$ cat config.mk
export PLATFORM = sky130hd
export DESIGN_NAME = swm_cell
export DESIGN_NICKNAME = d
export VERILOG_FILES = /design/src/hdl/swm_pkg.sv /design/src/hdl/swm_cell.sv
export SDC_FILE = /design/constraint.sdc
export NUM_CORES = 1
export LEC_CHECK = 0
export ABC_AREA = 0
export BUFFER_PORTS_ARGS = -buffer_cell sky130_fd_sc_hd__buf_2
export CAP_MARGIN = 20
export CORE_ASPECT_RATIO = 1.25
export CORE_UTILIZATION = 28
export DETAILED_ROUTE_END_ITERATION = 7
export PLACE_DENSITY_LB_ADDON = 0.12
export SYNTH_ARGS = -nofsm -noshare
export SYNTH_HDL_FRONTEND = slang
export SYNTH_SLANG_ARGS = --single-unit
$ cat constraint.sdc
create_clock -name clk -period 8.3 [get_ports clk]
set_clock_uncertainty 0.1 [all_clocks]
set_input_delay 0.415 -clock clk [delete_from_list [all_inputs] [get_ports clk]]
set_output_delay 0.415 -clock clk [all_outputs]
set_load 0.05 [all_outputs]
$ cat src/hdl/swm_pkg.sv
// package for the sliding window maximum block
// shared widths, reset constants and the cell control struct; no dependencies
package swm_pkg;

  localparam int WINDOW_MAX_DEF   = 64;
  localparam int SAMPLE_WIDTH_DEF = 32;
  localparam int POS_W            = 16;
  localparam int CFG_W            = 7;
  localparam int SEEN_W           = 7;
  localparam logic [CFG_W-1:0]  WSIZE_RESET = CFG_W'(4);
  localparam logic [SEEN_W-1:0] SEEN_MAX    = {SEEN_W{1'b1}};

  typedef struct packed {
    logic shift_only;
    logic step;
    logic drop;
    logic flush;
  } swm_ctrl_t;

endpackage

$ cat src/hdl/swm_cell.sv
// one candidate cell of the monotonic queue chain
// holds value, position and valid; takes from its right neighbor on a shift
// depends on swm_pkg
module swm_cell #(
  parameter int SAMPLE_WIDTH = swm_pkg::SAMPLE_WIDTH_DEF
) (
  input  logic                          clk,
  input  logic                          rst,
  input  swm_pkg::swm_ctrl_t            ctrl,
  input  logic [SAMPLE_WIDTH-1:0]       sample,
  input  logic [swm_pkg::POS_W-1:0]     pos,
  input  logic [swm_pkg::POS_W-1:0]     keff,
  input  logic [SAMPLE_WIDTH-1:0]       r_value,
  input  logic [swm_pkg::POS_W-1:0]     r_position,
  input  logic                          r_valid,
  input  logic                          l_keep,
  output logic [SAMPLE_WIDTH-1:0]       value,
  output logic [swm_pkg::POS_W-1:0]     position,
  output logic                          valid,
  output logic                          stale,
  output logic                          keep,
  output logic [SAMPLE_WIDTH-1:0]       value_next
);
  import swm_pkg::*;

  logic [POS_W-1:0]        age;
  logic [SAMPLE_WIDTH-1:0] v_value;
  logic [POS_W-1:0]        v_position;
  logic                    v_valid;
  logic [POS_W-1:0]        position_next;
  logic                    valid_next;

  assign age   = pos - position;
  assign stale = valid && (age >= keff);

  // view of this slot after the front entry is retired
  assign v_value    = ctrl.drop ? r_value : value;
  assign v_position = ctrl.drop ? r_position : position;
  assign v_valid    = !ctrl.flush && (ctrl.drop ? r_valid : valid);
  assign keep       = v_valid && !($signed(v_value) < $signed(sample));

  always_comb begin
    value_next    = value;
    position_next = position;
    valid_next    = valid;
    if (ctrl.shift_only) begin
      value_next    = r_value;
      position_next = r_position;
      valid_next    = r_valid;
    end else if (ctrl.step) begin
      if (keep) begin
        value_next    = v_value;
        position_next = v_position;
        valid_next    = 1'b1;
      end else if (l_keep) begin
        value_next    = sample;
        position_next = pos;
        valid_next    = 1'b1;
      end else begin
        value_next    = v_value;
        position_next = v_position;
        valid_next    = 1'b0;
      end
    end
  end

  always_ff @(posedge clk) begin
    if (rst) begin
      valid <= 1'b0;
    end else begin
      valid <= valid_next;
    end
  end

  always_ff @(posedge clk) begin
    value    <= value_next;
    position <= position_next;
  end

endmodule

==> results.tsv <==
metric	value	unit
status	finished, final reports clean	
CP endpoint kind	primary output	
initial drt markers	185	
initial core utilization	0.289	
NumNets Final	984	
final hold violations	0	
ys async rst share	0	
Required @ worst endpoint	7.79	ns
post-cts sizing count	0	
Tcrit/Tclk final	0.580	
Post-Layout Cell Count	1022	
Die X	121	microns
initial antenna violation count	0	
DR vias/cell	4.84	
CTS Hold Bufs	0	
CP arrival	4.30	ns
global-route wire length before repair	23.5	mm
post-synth cell types	59	
Setup Total Neg Slack	0	ns
worst-path maximum fanout	3	
Overflow after GRT	0	
Routed Antenna Nets	0	
mapped cell area	0.00492	sq mm
PD cells	170	mW/mm^2
YS warnings	0	
H-tree levels	2	
Clock transition at path regs	0.07	ns
Seq/Total Area, Yosys	0.232	
Clock Latency Late Sink	0.29	ns
core footprint	0.0170	sq mm
num ports	203	
slew at the pin closest to its max-slew limit	0.934	ns
row count	53	
Max rail drop VDD	0.0000921	V
P&R area growth vs syn	26.9	%
leakage	3.05	nW
GP Congestion	0.768	
gr usage total	0.163	
drt pass-1 iters	4	
clock sink count	49	
type of the worst min-delay path	in2reg	
share of layout cells above drive strength 1	0.328	
Post-synth EDFFs	16	
syn_area_per_cell	7.94	sq um
unrepaired setup endpoints after global routing	false	
total of max-cap violations	0	
crit start category	flip-flop	
DRC violations left	0	
Pins Over Slew Limit	0	
number of global-route vias before repair	4934	
Fmax	208	MHz
port buffer count	202	
clock root cell	clkbuf_16	
Avg WL per Cell	14.6	microns
post-synthesis cell count	620	
Die Y	150	microns
ant diodes	0	
worst hold slack	0.185	ns
pin count of the biggest net entering global routing	66	
total wire length	14.9	mm
syn nets	803	
dpl hpwl	11.9	mm
setup violators final	0	
via count	4942	
Post-CTS Setup Inserts	0	
CTS max path bufs	2	
dpl cells	1013	
flops & latches, synth	49	
total CTS buffers	5	
Critical Setup Path Class	reg2out	
die area	0.0181	sq mm
crit path time final	4.81	ns
CTS tree	built	
slew margin rel.	0.377	
prevailing post-synth register cell	dfxtp_1	
[layout make-up]
type | instances | area, sq um
Fill cell | 1835 | 10800
Timing Repair Buffer | 206 | 1070
Multi-Input combinational cell | 467 | 3350
Tap cell | 220 | 275
Sequential cell | 49 | 1140
Clock buffer | 8 | 136
Inverter | 72 | 270
[cells by family (layout without fill, tap and decap cells)]
logic type      count (synthesis)  after routing  share of synthesized area
compound gates                208            208                      0.259
xor+xnor                       12             12                     0.0213
fa+ha+maj                      63             63                      0.162
buf+inv                       104            286                     0.0877
flops                          49             49                      0.232
mux                            33             33                     0.0749
simple gates                  151            151                      0.164
[cells in the final DEF (no fill, tap or decap), drive strengths merged, types with 7 or more instances in the layout]
cell type | netlist | layout
nor3b | 33 | 33
a22oi | 16 | 16
clkbuf | 18 | 8
nor2 | 43 | 43
ha | 62 | 62
inv | 72 | 72
edfxtp | 16 | 16
a21o | 9 | 9
o21ai | 64 | 64
nand2 | 37 | 37
xnor2 | 7 | 7
a21oi | 87 | 87
mux2 | 31 | 31
dfxtp | 33 | 33
buf | 13 | 206
[layer usage]
layer | GRT usage | up-vias | part of all wire
li1 | - | 2571 | -
met1 | 0.185 | 2230 | 0.42
met2 | 0.314 | 130 | 0.52
met3 | 0.0227 | 11 | 0.046
met4 | 0.0407 | 0 | 0.0095
met5 | 0 | - | 0
[state kept, by name, indices dropped and copies added, names as in the netlist]
name and cells:
value 32, position 16, valid 1
[cell usage after synthesis, drive strengths merged, types with 7 or more instances]
master / instances / area share
inv: 72 / 0.055
clkbuf: 18 / 0.016
dfxtp: 33 / 0.13
nand2: 37 / 0.028
ha: 62 / 0.16
mux2: 31 / 0.071
nor3b: 33 / 0.050
a22oi: 16 / 0.035
a21o: 9 / 0.014
o21ai: 64 / 0.065
buf: 13 / 0.015
nor2: 43 / 0.036
edfxtp: 16 / 0.098
xnor2: 7 / 0.012
a21oi: 87 / 0.089
[through the flow]
step	utilization	total power [mW]	setup WS (ns)	cell area (sq um)
floorplan	-	0.725	3.48	4920
global placement	0.356	0.858	3.11	6070
detailed placement	0.358	0.867	3.11	6090
CTS	0.366	1.08	3.11	6230
global route	0.367	1.14	3.01	6250
finish	0.367	1.06	3.49	6250
[critical path, stage by stage (launching register included)]
cell,delay (ns)
edfxtp_1,0.43
ha_1,0.24
fa_1,0.40
nand2b_1,0.17
a21boi_0,0.22
o21ai_0,0.14
a21oi_1,0.24
o2111ai_1,0.20
a31oi_1,0.33
nand4_1,0.13
o311ai_0,0.11
ha_1,0.31
a21o_1,0.18
a211oi_1,0.30
a21boi_0,0.14
a31oi_1,0.14
o21ai_0,0.10
buf_2,0.22
[worst paths after layout]
check | startpoint | end | slack [ns] | depth (start not counted)
max | position[0] | stale | 3.49 | 17
min | rst | valid | 0.18 | 2
max reg2reg | value[21] | position[11] | 4.95 | 10
min reg2reg | value[0] | value[0] | 0.56 | 3
[report_power, final]
group          switching [mW]  internal, mW  total [mW]
Clock                  0.0913         0.113       0.204
Combinational           0.368         0.192       0.560
Sequential             0.0200         0.277       0.297
Total                   0.479         0.582        1.06
(Power assumes the default switching activity.)
